$ cat src/rtl/core/ikvs_pkg.sv
package ikvs_pkg;

   localparam int unsigned CSR_DATA_W = 64;
   localparam int unsigned CSR_ADDR_W = 5;

   localparam logic [1:0] REG_KEY_CHARS_LOW  = 2'd0;
   localparam logic [1:0] REG_KEY_CHARS_HIGH = 2'd1;
   localparam logic [1:0] REG_KEY_LENGTH     = 2'd2;

   localparam logic [1:0] KIND_VALUE     = 2'd0;
   localparam logic [1:0] KIND_FOUND     = 2'd1;
   localparam logic [1:0] KIND_NOT_FOUND = 2'd2;

   localparam logic [7:0] CHAR_NUL   = 8'h00;
   localparam logic [7:0] CHAR_LF    = 8'h0A;
   localparam logic [7:0] CHAR_CR    = 8'h0D;
   localparam logic [7:0] CHAR_SPACE = 8'h20;
   localparam logic [7:0] CHAR_SEMI  = 8'h3B;
   localparam logic [7:0] CHAR_EQ    = 8'h3D;

   typedef struct packed {
      logic [127:0] chars;
      logic [4:0]   length;
   } key_cfg_type;

   typedef struct packed {
      logic [1:0]  kind;
      logic [7:0]  value_byte;
      logic [15:0] value_length;
      logic        final_res;
   } result_type;

endpackage

$ cat src/rtl/core/ikvs_csr.sv
module ikvs_csr (
   input  logic                               clock,
   input  logic                               reset,
   input  logic                               csr_psel,
   input  logic                               csr_penable,
   input  logic                               csr_pwrite,
   input  logic [ikvs_pkg::CSR_ADDR_W-1:0]    csr_paddr,
   input  logic [ikvs_pkg::CSR_DATA_W-1:0]    csr_pwdata,
   output logic [ikvs_pkg::CSR_DATA_W-1:0]    csr_prdata,
   output logic                               csr_pready,
   output ikvs_pkg::key_cfg_type              key_cfg
);
   import ikvs_pkg::*;

   logic [63:0] key_low_ff;
   logic [63:0] key_high_ff;
   logic [4:0]  key_length_ff;
   logic        wr_en;
   logic [1:0]  reg_index;

   assign reg_index  = csr_paddr[4:3];
   assign wr_en      = csr_psel && csr_penable && csr_pwrite;
   assign csr_pready = 1'b1;

   always_ff @(posedge clock) begin
      if (reset) begin
         key_low_ff    <= '0;
         key_high_ff   <= '0;
         key_length_ff <= '0;
      end else if (wr_en) begin
         case (reg_index)
            REG_KEY_CHARS_LOW: begin
               key_low_ff <= csr_pwdata;
            end
            REG_KEY_CHARS_HIGH: begin
               key_high_ff <= csr_pwdata;
            end
            REG_KEY_LENGTH: begin
               key_length_ff <= csr_pwdata[4:0];
            end
            default: begin
            end
         endcase
      end
   end

   always_comb begin
      case (reg_index)
         REG_KEY_CHARS_LOW:  csr_prdata = key_low_ff;
         REG_KEY_CHARS_HIGH: csr_prdata = key_high_ff;
         REG_KEY_LENGTH:     csr_prdata = {59'd0, key_length_ff};
         default:            csr_prdata = '0;
      endcase
   end

   assign key_cfg.chars  = {key_high_ff, key_low_ff};
   assign key_cfg.length = key_length_ff;

endmodule

$ cat src/rtl/core/ikvs_core.sv
module ikvs_core #(
   parameter int unsigned MAX_KEY_CHARS = 16
) (
   input  logic                  clock,
   input  logic                  reset,
   input  ikvs_pkg::key_cfg_type key_cfg,
   input  logic                  req_valid,
   output logic                  req_stall,
   input  logic [7:0]            req_text_byte,
   input  logic                  req_first_byte,
   output logic                  rsp_valid,
   input  logic                  rsp_stall,
   output ikvs_pkg::result_type  rsp_result
);
   import ikvs_pkg::*;

   typedef enum logic [2:0] {
      PH_LINE_START = 3'd0,
      PH_SKIP_LINE  = 3'd1,
      PH_MATCH      = 3'd2,
      PH_FIND_EQ    = 3'd3,
      PH_PRE_VALUE  = 3'd4,
      PH_VALUE      = 3'd5,
      PH_DONE       = 3'd6
   } phase_type;

   localparam logic [4:0] MAX_LEN = 5'(MAX_KEY_CHARS);

   function automatic logic [7:0] fold(input logic [7:0] c);
      if (c >= 8'h41 && c <= 8'h5A) begin
         return c + 8'd32;
      end
      return c;
   endfunction

   logic        s1_valid_ff;
   logic [7:0]  s1_byte_ff;
   logic        s1_first_ff;
   logic        rsp_valid_ff;
   result_type  rsp_ff;
   phase_type   phase_ff;
   logic [4:0]  mp_ff;
   logic [15:0] raw_ff;
   logic [15:0] trim_ff;

   phase_type   phase_in;
   logic [4:0]  mp_in;
   logic [15:0] raw_in;
   logic [15:0] trim_in;
   phase_type   cur_phase;
   logic [4:0]  cur_mp;
   logic [15:0] cur_raw;
   logic [15:0] cur_trim;
   logic [4:0]  key_len;
   logic [4:0]  match_mp;
   logic [7:0]  key_byte;
   logic [7:0]  b;
   logic        is_eol;
   logic        do_match;
   logic        do_skip;
   logic        do_find_eq;
   logic        hit_nf;
   logic        hit_found;
   logic        hit_value;
   logic        hit;
   result_type  res;
   logic        advance;

   assign advance   = !rsp_valid_ff || !rsp_stall;
   assign req_stall = !advance;
   assign b         = s1_byte_ff;
   assign is_eol    = (b == CHAR_LF) || (b == CHAR_CR);
   assign key_len   = (key_cfg.length > MAX_LEN) ? MAX_LEN : key_cfg.length;

   always_comb begin
      cur_phase  = s1_first_ff ? PH_LINE_START : phase_ff;
      cur_mp     = s1_first_ff ? 5'd0 : mp_ff;
      cur_raw    = s1_first_ff ? 16'd0 : raw_ff;
      cur_trim   = s1_first_ff ? 16'd0 : trim_ff;
      phase_in   = cur_phase;
      mp_in      = cur_mp;
      raw_in     = cur_raw;
      trim_in    = cur_trim;
      match_mp   = cur_mp;
      do_match   = 1'b0;
      do_skip    = 1'b0;
      do_find_eq = 1'b0;
      hit_nf     = 1'b0;
      hit_found  = 1'b0;
      hit_value  = 1'b0;
      key_byte   = '0;

      if (cur_phase == PH_DONE) begin
      end else if (key_len == 5'd0) begin
         hit_nf = 1'b1;
      end else begin
         case (cur_phase)
            PH_LINE_START: begin
               if (b == CHAR_NUL) begin
                  hit_nf = 1'b1;
               end else if (b <= CHAR_SPACE) begin
               end else if (b == CHAR_SEMI) begin
                  phase_in = PH_SKIP_LINE;
               end else begin
                  do_match = 1'b1;
                  match_mp = 5'd0;
                  mp_in    = 5'd0;
               end
            end
            PH_MATCH: begin
               do_match = 1'b1;
            end
            PH_SKIP_LINE: begin
               do_skip = 1'b1;
            end
            PH_FIND_EQ: begin
               do_find_eq = 1'b1;
            end
            PH_PRE_VALUE: begin
               if (b == CHAR_NUL || is_eol) begin
                  trim_in   = 16'd0;
                  hit_found = 1'b1;
               end else if (b > CHAR_SPACE) begin
                  phase_in  = PH_VALUE;
                  raw_in    = 16'd1;
                  trim_in   = 16'd1;
                  hit_value = 1'b1;
               end
            end
            PH_VALUE: begin
               if (b < CHAR_SPACE) begin
                  hit_found = 1'b1;
               end else begin
                  if (cur_raw != 16'hFFFF) begin
                     raw_in = cur_raw + 16'd1;
                  end
                  if (b != CHAR_SPACE) begin
                     trim_in = raw_in;
                  end
                  hit_value = 1'b1;
               end
            end
            default: begin
               phase_in = PH_DONE;
            end
         endcase

         if (do_match) begin
            key_byte = key_cfg.chars[{match_mp[3:0], 3'b000} +: 8];
            if (b == CHAR_NUL) begin
               hit_nf = 1'b1;
            end else if (match_mp < key_len) begin
               if (fold(b) == fold(key_byte)) begin
                  mp_in    = match_mp + 5'd1;
                  phase_in = PH_MATCH;
               end else begin
                  do_skip = 1'b1;
               end
            end else if (b == CHAR_EQ) begin
               phase_in = PH_PRE_VALUE;
            end else if (b <= CHAR_SPACE) begin
               do_find_eq = 1'b1;
            end else begin
               do_skip = 1'b1;
            end
         end

         if (do_skip) begin
            if (b == CHAR_NUL) begin
               hit_nf = 1'b1;
            end else begin
               phase_in = is_eol ? PH_LINE_START : PH_SKIP_LINE;
            end
         end

         if (do_find_eq) begin
            if (b == CHAR_NUL) begin
               hit_nf = 1'b1;
            end else if (b == CHAR_EQ) begin
               phase_in = PH_PRE_VALUE;
            end else if (is_eol) begin
               phase_in = PH_LINE_START;
            end else begin
               phase_in = PH_FIND_EQ;
            end
         end
      end

      res = '0;
      if (hit_nf) begin
         phase_in      = PH_DONE;
         res.kind      = KIND_NOT_FOUND;
         res.final_res = 1'b1;
      end else if (hit_found) begin
         phase_in         = PH_DONE;
         res.kind         = KIND_FOUND;
         res.value_length = trim_in;
         res.final_res    = 1'b1;
      end else if (hit_value) begin
         res.kind       = KIND_VALUE;
         res.value_byte = b;
      end
      hit = hit_nf || hit_found || hit_value;
   end

   always_ff @(posedge clock) begin
      if (reset) begin
         s1_valid_ff  <= 1'b0;
         rsp_valid_ff <= 1'b0;
         phase_ff     <= PH_LINE_START;
         mp_ff        <= '0;
         raw_ff       <= '0;
         trim_ff      <= '0;
      end else if (advance) begin
         s1_valid_ff <= req_valid;
         if (req_valid) begin
            s1_byte_ff  <= req_text_byte;
            s1_first_ff <= req_first_byte;
         end
         rsp_valid_ff <= s1_valid_ff && hit;
         if (s1_valid_ff) begin
            phase_ff <= phase_in;
            mp_ff    <= mp_in;
            raw_ff   <= raw_in;
            trim_ff  <= trim_in;
            if (hit) begin
               rsp_ff <= res;
            end
         end
      end
   end

   assign rsp_valid  = rsp_valid_ff;
   assign rsp_result = rsp_ff;

endmodule

$ cat src/rtl/core/ini_key_value_scanner_unit.sv
// INI key lookup over a byte stream. Each accepted beat carries one text byte; the block
// looks for the first line whose leading non-blank characters equal the key held in the
// csr registers (ASCII letters compared without case, ';' lines skipped), then streams the
// value bytes out one result beat each and closes with a found beat that carries the
// trimmed value length, or a not-found beat. Raise req_first_byte to start a new text. One
// byte is taken every clock cycle while the input is not stalled: a byte goes from the
// input register through the scan logic into the result register, where its result beat
// is offered, and the input only stalls while the result register is full and rsp_stall
// holds it. After the done beat, further bytes give no result until the next first byte.
// Write the key registers only while the block is idle.
module ini_key_value_scanner_unit #(
   parameter int unsigned MAX_KEY_CHARS = 16
) (
   input  logic                            clock,
   input  logic                            reset,
   input  logic                            req_valid,
   output logic                            req_stall,
   input  logic [7:0]                      req_text_byte,
   input  logic                            req_first_byte,
   output logic                            rsp_valid,
   input  logic                            rsp_stall,
   output logic [1:0]                      rsp_kind,
   output logic [7:0]                      rsp_value_byte,
   output logic [15:0]                     rsp_value_length,
   output logic                            rsp_final_res,
   input  logic                            csr_psel,
   input  logic                            csr_penable,
   input  logic                            csr_pwrite,
   input  logic [ikvs_pkg::CSR_ADDR_W-1:0] csr_paddr,
   input  logic [ikvs_pkg::CSR_DATA_W-1:0] csr_pwdata,
   output logic [ikvs_pkg::CSR_DATA_W-1:0] csr_prdata,
   output logic                            csr_pready
);
   import ikvs_pkg::*;

   key_cfg_type key_cfg;
   result_type  rsp_result;

   ikvs_csr u_csr (
      .clock       (clock),
      .reset       (reset),
      .csr_psel    (csr_psel),
      .csr_penable (csr_penable),
      .csr_pwrite  (csr_pwrite),
      .csr_paddr   (csr_paddr),
      .csr_pwdata  (csr_pwdata),
      .csr_prdata  (csr_prdata),
      .csr_pready  (csr_pready),
      .key_cfg     (key_cfg)
   );

   ikvs_core #(
      .MAX_KEY_CHARS (MAX_KEY_CHARS)
   ) u_core (
      .clock          (clock),
      .reset          (reset),
      .key_cfg        (key_cfg),
      .req_valid      (req_valid),
      .req_stall      (req_stall),
      .req_text_byte  (req_text_byte),
      .req_first_byte (req_first_byte),
      .rsp_valid      (rsp_valid),
      .rsp_stall      (rsp_stall),
      .rsp_result     (rsp_result)
   );

   assign rsp_kind         = rsp_result.kind;
   assign rsp_value_byte   = rsp_result.value_byte;
   assign rsp_value_length = rsp_result.value_length;
   assign rsp_final_res    = rsp_result.final_res;

endmodule

$ cat config.mk
export PLATFORM = sky130hd
export DESIGN_NAME = ini_key_value_scanner_unit
export DESIGN_NICKNAME = d
export VERILOG_FILES = /design/src/rtl/core/ikvs_pkg.sv /design/src/rtl/core/ikvs_csr.sv /design/src/rtl/core/ikvs_core.sv /design/src/rtl/core/ini_key_value_scanner_unit.sv
export SDC_FILE = /design/constraint.sdc
export NUM_CORES = 1
export LEC_CHECK = 0
export BUFFER_PORTS_ARGS = -buffer_cell sky130_fd_sc_hd__buf_4
export CORE_UTILIZATION = 42
export CTS_CLUSTER_SIZE = 28
export DETAILED_ROUTE_END_ITERATION = 6
export SLEW_MARGIN = 0
export SYNTH_ARGS = -nofsm -noshare
export SYNTH_HDL_FRONTEND = slang
export SYNTH_HIERARCHICAL = 1
export SYNTH_SLANG_ARGS = --single-unit
$ cat constraint.sdc
create_clock -name clock -period 10.4 [get_ports clock]
set_input_delay 1.56 -clock clock [delete_from_list [all_inputs] [get_ports clock]]
set_output_delay 1.56 -clock clock [all_outputs]
set_load 0.005 [all_outputs]
Word-level counts from Yosys, hierarchy flattened --
Cells that the tools add are included.
Storage, ports and cells: bits in registers 211, output and inout bits 94, word-level logic and storage cells 199
Cells by class: add/subtract/negate cells 4, magnitude comparators 9, eq/ne operators 15, shifts and indexed selects 1, multiplexer cells 126, bitwise operators 3, reduce and logical (&&, ||, !) cells 26
Operators with widths (number):
- $mux 16 | 14
- $pmux 64 s3 | 1
- $shiftx 128x8->8 | 1
- $mux 8 | 14
- $mux 5 | 14
- $pmux 16 s2 | 2
- $mux 3 | 20
- $mux 1 | 55
- $add 16x1->16 const B | 1
- $add 8x6->8 const B | 2
- $eq 8x4->1 const B | 2
- $eq 8x6->1 const B | 2
- $ge 8x7->1 const B | 2
- $le 8x7->1 const B | 2
- $ne 16x16->1 const B | 1
- $eq 3x3->1 const B | 3
- $pmux 3 s3 | 1
- $eq 8x8->1 | 1
- $gt 8x6->1 const B | 1
- $le 8x6->1 const B | 1
- $logic_not 8->1 | 1
- $lt 8x6->1 const B | 1
- $ne 8x6->1 const B | 1
- $reduce_and 2->1 | 4
- 21 further kinds | 37

Depth between registers and ports, before layout --
depth after elaboration 37, depth in mapped cells 18

Modules after synthesis --
The synthesis kept the hierarchy.
By module, submodules not included:
- ikvs_csr | instances 1, cells an instance 655, area an instance 6452.4 sq um, seq. area each 2662.6 sq um
- ikvs_core | instances 1, cells an instance 743, area an instance 6247.2 sq um, seq. area each 1921.8 sq um

Worst setup path after synthesis --
No wires, ideal clock.
path kind flip-flop to flip-flop, start point reg u_core.s1_byte_ff[7] (netlist: u_core/b[7]), end point reg u_core.rsp_ff (netlist bit u_core/rsp_result[0]) (enable), library setup time 0.447 ns, data arrival time 3.889 ns, data required time 9.953 ns, setup slack 6.064 ns, stages on the path, launching flop included 10, path buffers 1, period minus slack after synthesis 4.336 ns, path through edfxtp_1 -> or3_1 -> clkbuf_1 -> nor3b_1 -> o21ai_0 -> o21ai_0 -> nand2_1 -> o21ai_0 -> nor2_1 -> nor3_1
Between the ends: longest elaborated chain between the ends 37
RTL lines:
- start: declaration | RTL line ikvs_core.sv:37 | logic [7:0] s1_byte_ff;
- start signal: assignment | RTL line ikvs_core.sv:217 | s1_byte_ff <= req_text_byte;
- parallel branches: the longest is 35 deep, another holds $le 8x6->1
- $logic_or 1x1->1 (*) | RTL line ikvs_core.sv:203 | hit = hit_nf || hit_found || hit_value;
- $reduce_and 4->1 (no source line) (*)
- end signal: assignment | RTL line ikvs_core.sv:227 | rsp_ff <= res;
- end: declaration | RTL line ikvs_core.sv:40 | result_type rsp_ff;
Every way passes the cells marked *. The select of a mux whose other input is x is not followed. A chain may end at the register's enable or synchronous reset.

Final worst setup path --
start point reg u_core.mp_ff[0], end point reg u_core.mp_ff[4]
Between the ends: longest elaborated chain between the ends 29
RTL lines:
- start: declaration | RTL line ikvs_core.sv:42 | logic [4:0] mp_ff;
- start signal: assignment | RTL line ikvs_core.sv:223 | mp_ff <= mp_in;
- $mux 5 (*) | RTL line ikvs_core.sv:77 | cur_mp = s1_first_ff ? 5'd0 : mp_ff;
- $mux 5 | RTL line ikvs_core.sv:102 | end else if (b == CHAR_SEMI) begin
- $mux 5 | RTL line ikvs_core.sv:101 | end else if (b <= CHAR_SPACE) begin
- $mux 5 | RTL line ikvs_core.sv:99 | if (b == CHAR_NUL) begin
- $mux 5 (*) | RTL line ikvs_core.sv:97 | case (cur_phase)
- $mux 5 (*) | RTL line ikvs_core.sv:94 | end else if (key_len == 5'd0) begin
- $mux 5 (*) | RTL line ikvs_core.sv:93 | if (cur_phase == PH_DONE) begin
- $shiftx 128x8->8 | RTL line ikvs_core.sv:149 | key_byte = key_cfg.chars[{match_mp[3:0], 3'b000} +: 8];
- (+13 left out)
- $mux 8 | RTL line ikvs_core.sv:93
- $eq 8x8->1 | RTL line ikvs_core.sv:153 | if (fold(b) == fold(key_byte)) begin
- $mux 5 | RTL line ikvs_core.sv:153
- $mux 5 (*) | RTL line ikvs_core.sv:152 | end else if (match_mp < key_len) begin
- $mux 5 (*) | RTL line ikvs_core.sv:150 | if (b == CHAR_NUL) begin
- $mux 5 (*) | RTL line ikvs_core.sv:148 | if (do_match) begin
- $mux 5 (*) | RTL line ikvs_core.sv:94
- $mux 5 (*) | RTL line ikvs_core.sv:93
Mark *: on every way between the ends. The rest lies on a longest branch, timed or not. The select of a mux whose other input is x is not followed.

==> out/metrics.cfg <==
[hold_path]
hold_class=reg -> reg
hold_depth=2
holdPathEnd=u_core/s1_valid_ff
hold_start=u_core/s1_valid_ff

[place]
numPortBuffers=174
place_area_um2=14100
dp_cells=1877
routabilityCongestion=0.894
place_ws_ns=5.26
post-dp-hpwl_um=27000

[grt]
antenna_found_initial=0
grt_pass1_vias=10600
grt.overflow.total=0
grt.total_usage_pct=24.7
grt_pass1_wl_um=60300
grt_max_degree=95

[sta]
postLayoutSetupSlackWorst_ns=5.21
fin_skew_ns=0.00981
rsz0062_at_grt=no
finalCriticalPeriod_ns=5.19
drv_slew=0
timing.fmax_mhz=193
tns_ns=0
relSlewSlack_pct=28.4
worst_slew_pin_slew_ns=1.07
setup-violations-final=0
period_share_pct=49.9
finalHoldViolations=0

[route]
wl_met2_um=17600
met3WireLength_um=1920
ant_nets=0
drt-met1-wl_um=17700
drtPass1Iterations=7
top_layer=met4
wire_per_inst_um=20.0
viasPerCell=5.60
totalWireLength_um=38400
route.vias.total=10800
drtIter0Drc=761
route.detailed.drc=1

[synth]
synth_top_cell_by_area=dfxtp_1
syn-cell-area_um2=12700
syn_nets=1492
async_flop_share_pct=0
synth-seq-area-share_pct=36.1
yosys_warnings=6
yosys.area.top_type_share_pct=27.6
synthesis.instances=1398
ys_dominant_reg_cell=dfxtp_1
ys_ff_latch=211
synthTopCellsByArea=dfxtp_1 28%, mux2i_1 17%, nand2b_1 10%, edfxtp_1 8.5%, nor2_1 4.5%
synth_edf_count=36
synth_cell_types=107
synth.avg_cell_area_um2=9.08

[layout]
final_net_count=1608
final_cell_count_no_fill=1922
syn_to_final_growth_pct=17.2
n_antenna_cell=0
fin_area_um2=14900
drive_gt1_share_pct=18.3

[floorplan]
placementRows=63
core_area_um2=29700
fp.dieArea_um2=30900
start_util_pct=42.7
die_y_um=176
io_pins=179
die_w_um=176

[worst_setup_path]
worst-path-max-fanout=55
worstRegToRegCells=16
worstSetupPathType=reg -> reg
reg2reg_slack_ns=5.21
crit_chain=buf_4 -> and2b_1 -> mux4_2 -> nand3_1 -> a21oi_1 -> or2_0 -> a32oi_1 -> inv_1 -> ha_1 -> or2_1 -> a2111oi_0 -> nor3_1 -> mux2i_4 -> nand4_1 -> or2_0 -> a211o_1
cpPeakStageDelay_ns=0.75
critPathCaptureType=flip-flop
arrival_ns=5.60
timing.critical_path.mode_cell=or2_0
slowest_stage=and2b_1
path_buf_inv=2
reg2reg_to=u_core/mp_ff[4]
cp_top_family=simple AND/OR/NAND/NOR gates
required_ns=10.82
crit_path_start_kind=flip-flop
rr_startpoint=u_core/mp_ff[0]

[cts]
ctsRootBufferMaster=clkbuf_16
cts_max_path_buffers=3
cts.clk_slew.worst_paths_ns=0.06
cts_inserted_buffers=25
cts_sinks=211
ctsHtreeMaxLevel=1
clock_latency_ns=0.53
cts_setup_buffers=0
cts_hold_buf=0
cts_resized=0
cts_tree=built

[pwr]
ir_drop_uv=111
p_seq_share_pct=44.8
leakagePower_nw=5.97
p_int_mw=1.44
power_density_nw_per_um2=129
switching_share_pct=25.4
switchingPower_mw=0.489
combPwrFrac_pct=10.5
p_clk_share_pct=44.7

[flow_run]
drv_cap=0

[outcome]
status=finished, violations left
violations=design-rule violations

-- sequential cells by signal, indices dropped and copies added (netlist names) --
register / cells
u_csr/key_high_ff: 64
u_csr/key_length_ff: 5
u_core/mp_ff: 5
u_core/raw_ff: 16
u_csr/key_low_ff: 64
u_core/trim_ff: 16
u_core/rsp_valid: 1
u_core/s1_valid_ff: 1
u_core/rsp_result: 27
u_core/b: 8
u_core/s1_first_ff: 1
u_core/phase_ff: 3
-- cell usage in the layout (no fill, tap or decap), types with 15 or more instances in the layout --
master / count
mux2i_1: 215
nand2b_1: 207
buf_4: 190
dfxtp_1: 174
nor2_1: 152
nand2_1: 75
o21ai_0: 46
a21oi_1: 40
edfxtp_1: 36
nor3_1: 27
clkbuf_16: 25
nand3_1: 21
a22oi_1: 20
a211oi_1: 19
inv_1: 15
and2_1: 15
-- worst reg2reg max path, stage by stage, from the launching register on --
cell	delay, ns
dfxtp_2	0.31
buf_4	0.52
and2b_1	0.77
mux4_2	0.60
nand3_1	0.12
a21oi_1	0.07
or2_0	0.22
a32oi_1	0.33
inv_1	0.11
ha_1	0.24
or2_1	0.23
a2111oi_0	0.36
nor3_1	0.14
mux2i_4	0.26
nand4_1	0.24
or2_0	0.28
a211o_1	0.25
-- final cells by class --
type	instances	area, µm²
Fill cell	2884	14800
Multi-Input combinational cell	1067	7510
Sequential cell	211	4590
Timing Repair Buffer	190	1430
Clock buffer	36	717
Tap cell	390	488
Clock inverter	9	86.3
Inverter	19	71.3
-- kinds of logic (layout without fill, tap and decap cells) --
family / count (synthesis) / count (layout) / synth area share [%]
and+or+nand+nor: 580 / 580 / 24.5
muxes: 235 / 235 / 19.9
AOI/OAI and AO/OA: 229 / 229 / 12.9
DFF: 211 / 211 / 36.1
buffers and inverters: 120 / 254 / 4.84
xor gates and xnor gates: 13 / 13 / 0.897
adders and majority gates: 9 / 9 / 0.887
other: 1 / 1 / 0.0295
-- metrics by stage --
step | total power [mW] | hold slack, ns | utilization [%]
3_5_place_dp | 1.08 | 0.461 | 47.4
4_1_cts | 1.95 | 0.472 | 50.1
3_3_place_gp | 1.08 | 0.457 | 47.4
2_1_floorplan | 1.01 | 0.440 | -
6_report | 1.93 | 0.470 | 50.1
5_1_grt | 2.00 | 0.500 | 50.1
-- layer usage --
metal,vias to the layer above,global-route usage [%]
li1,5222,-
met1,5157,34.1
met2,342,39.9
met3,48,2.88
met4,0,7.90
met5,-,0
-- how the worst max path moves through the flow --
stage	start	end	slack, ns	depth (start not counted)
3_5_place_dp	u_core/mp_ff[0]	u_core/mp_ff[4]	5.26	16
6_report	u_core/mp_ff[0]	u_core/mp_ff[4]	5.21	16
3_3_place_gp	u_core/mp_ff[0]	u_core/mp_ff[4]	5.32	16
2_1_floorplan	u_core/b[7]	u_core/rsp_result[0]	6.06	9
5_1_grt	u_core/mp_ff[0]	u_core/mp_ff[4]	4.90	16
4_1_cts	u_core/mp_ff[0]	u_core/mp_ff[4]	5.23	16
-- Yosys cell counts (12+ instances only) --
library cell and n:
mux2i_1 215, nand2b_1 207, dfxtp_1 175, nor2_1 152
nand2_1 75, clkbuf_1 58, o21ai_0 46, a21oi_1 40
edfxtp_1 36, nor3_1 29, nand3_1 21, a22oi_1 20
buf_2 20, a211oi_1 19, and2_1 15, inv_1 15
buf_6 12, nand4_1 12
-- power by group through the flow --
stage / Clock (mW) / Combinational, mW / Sequential (mW)
after floorplan: 0 / 0.136 / 0.873
after global placement: 0 / 0.201 / 0.880
after detailed placement: 0 / 0.201 / 0.880
after CTS: 0.881 / 0.202 / 0.863
after global routing: 0.911 / 0.220 / 0.865
final: 0.861 / 0.203 / 0.863
Power figures use the tool's default switching activity.
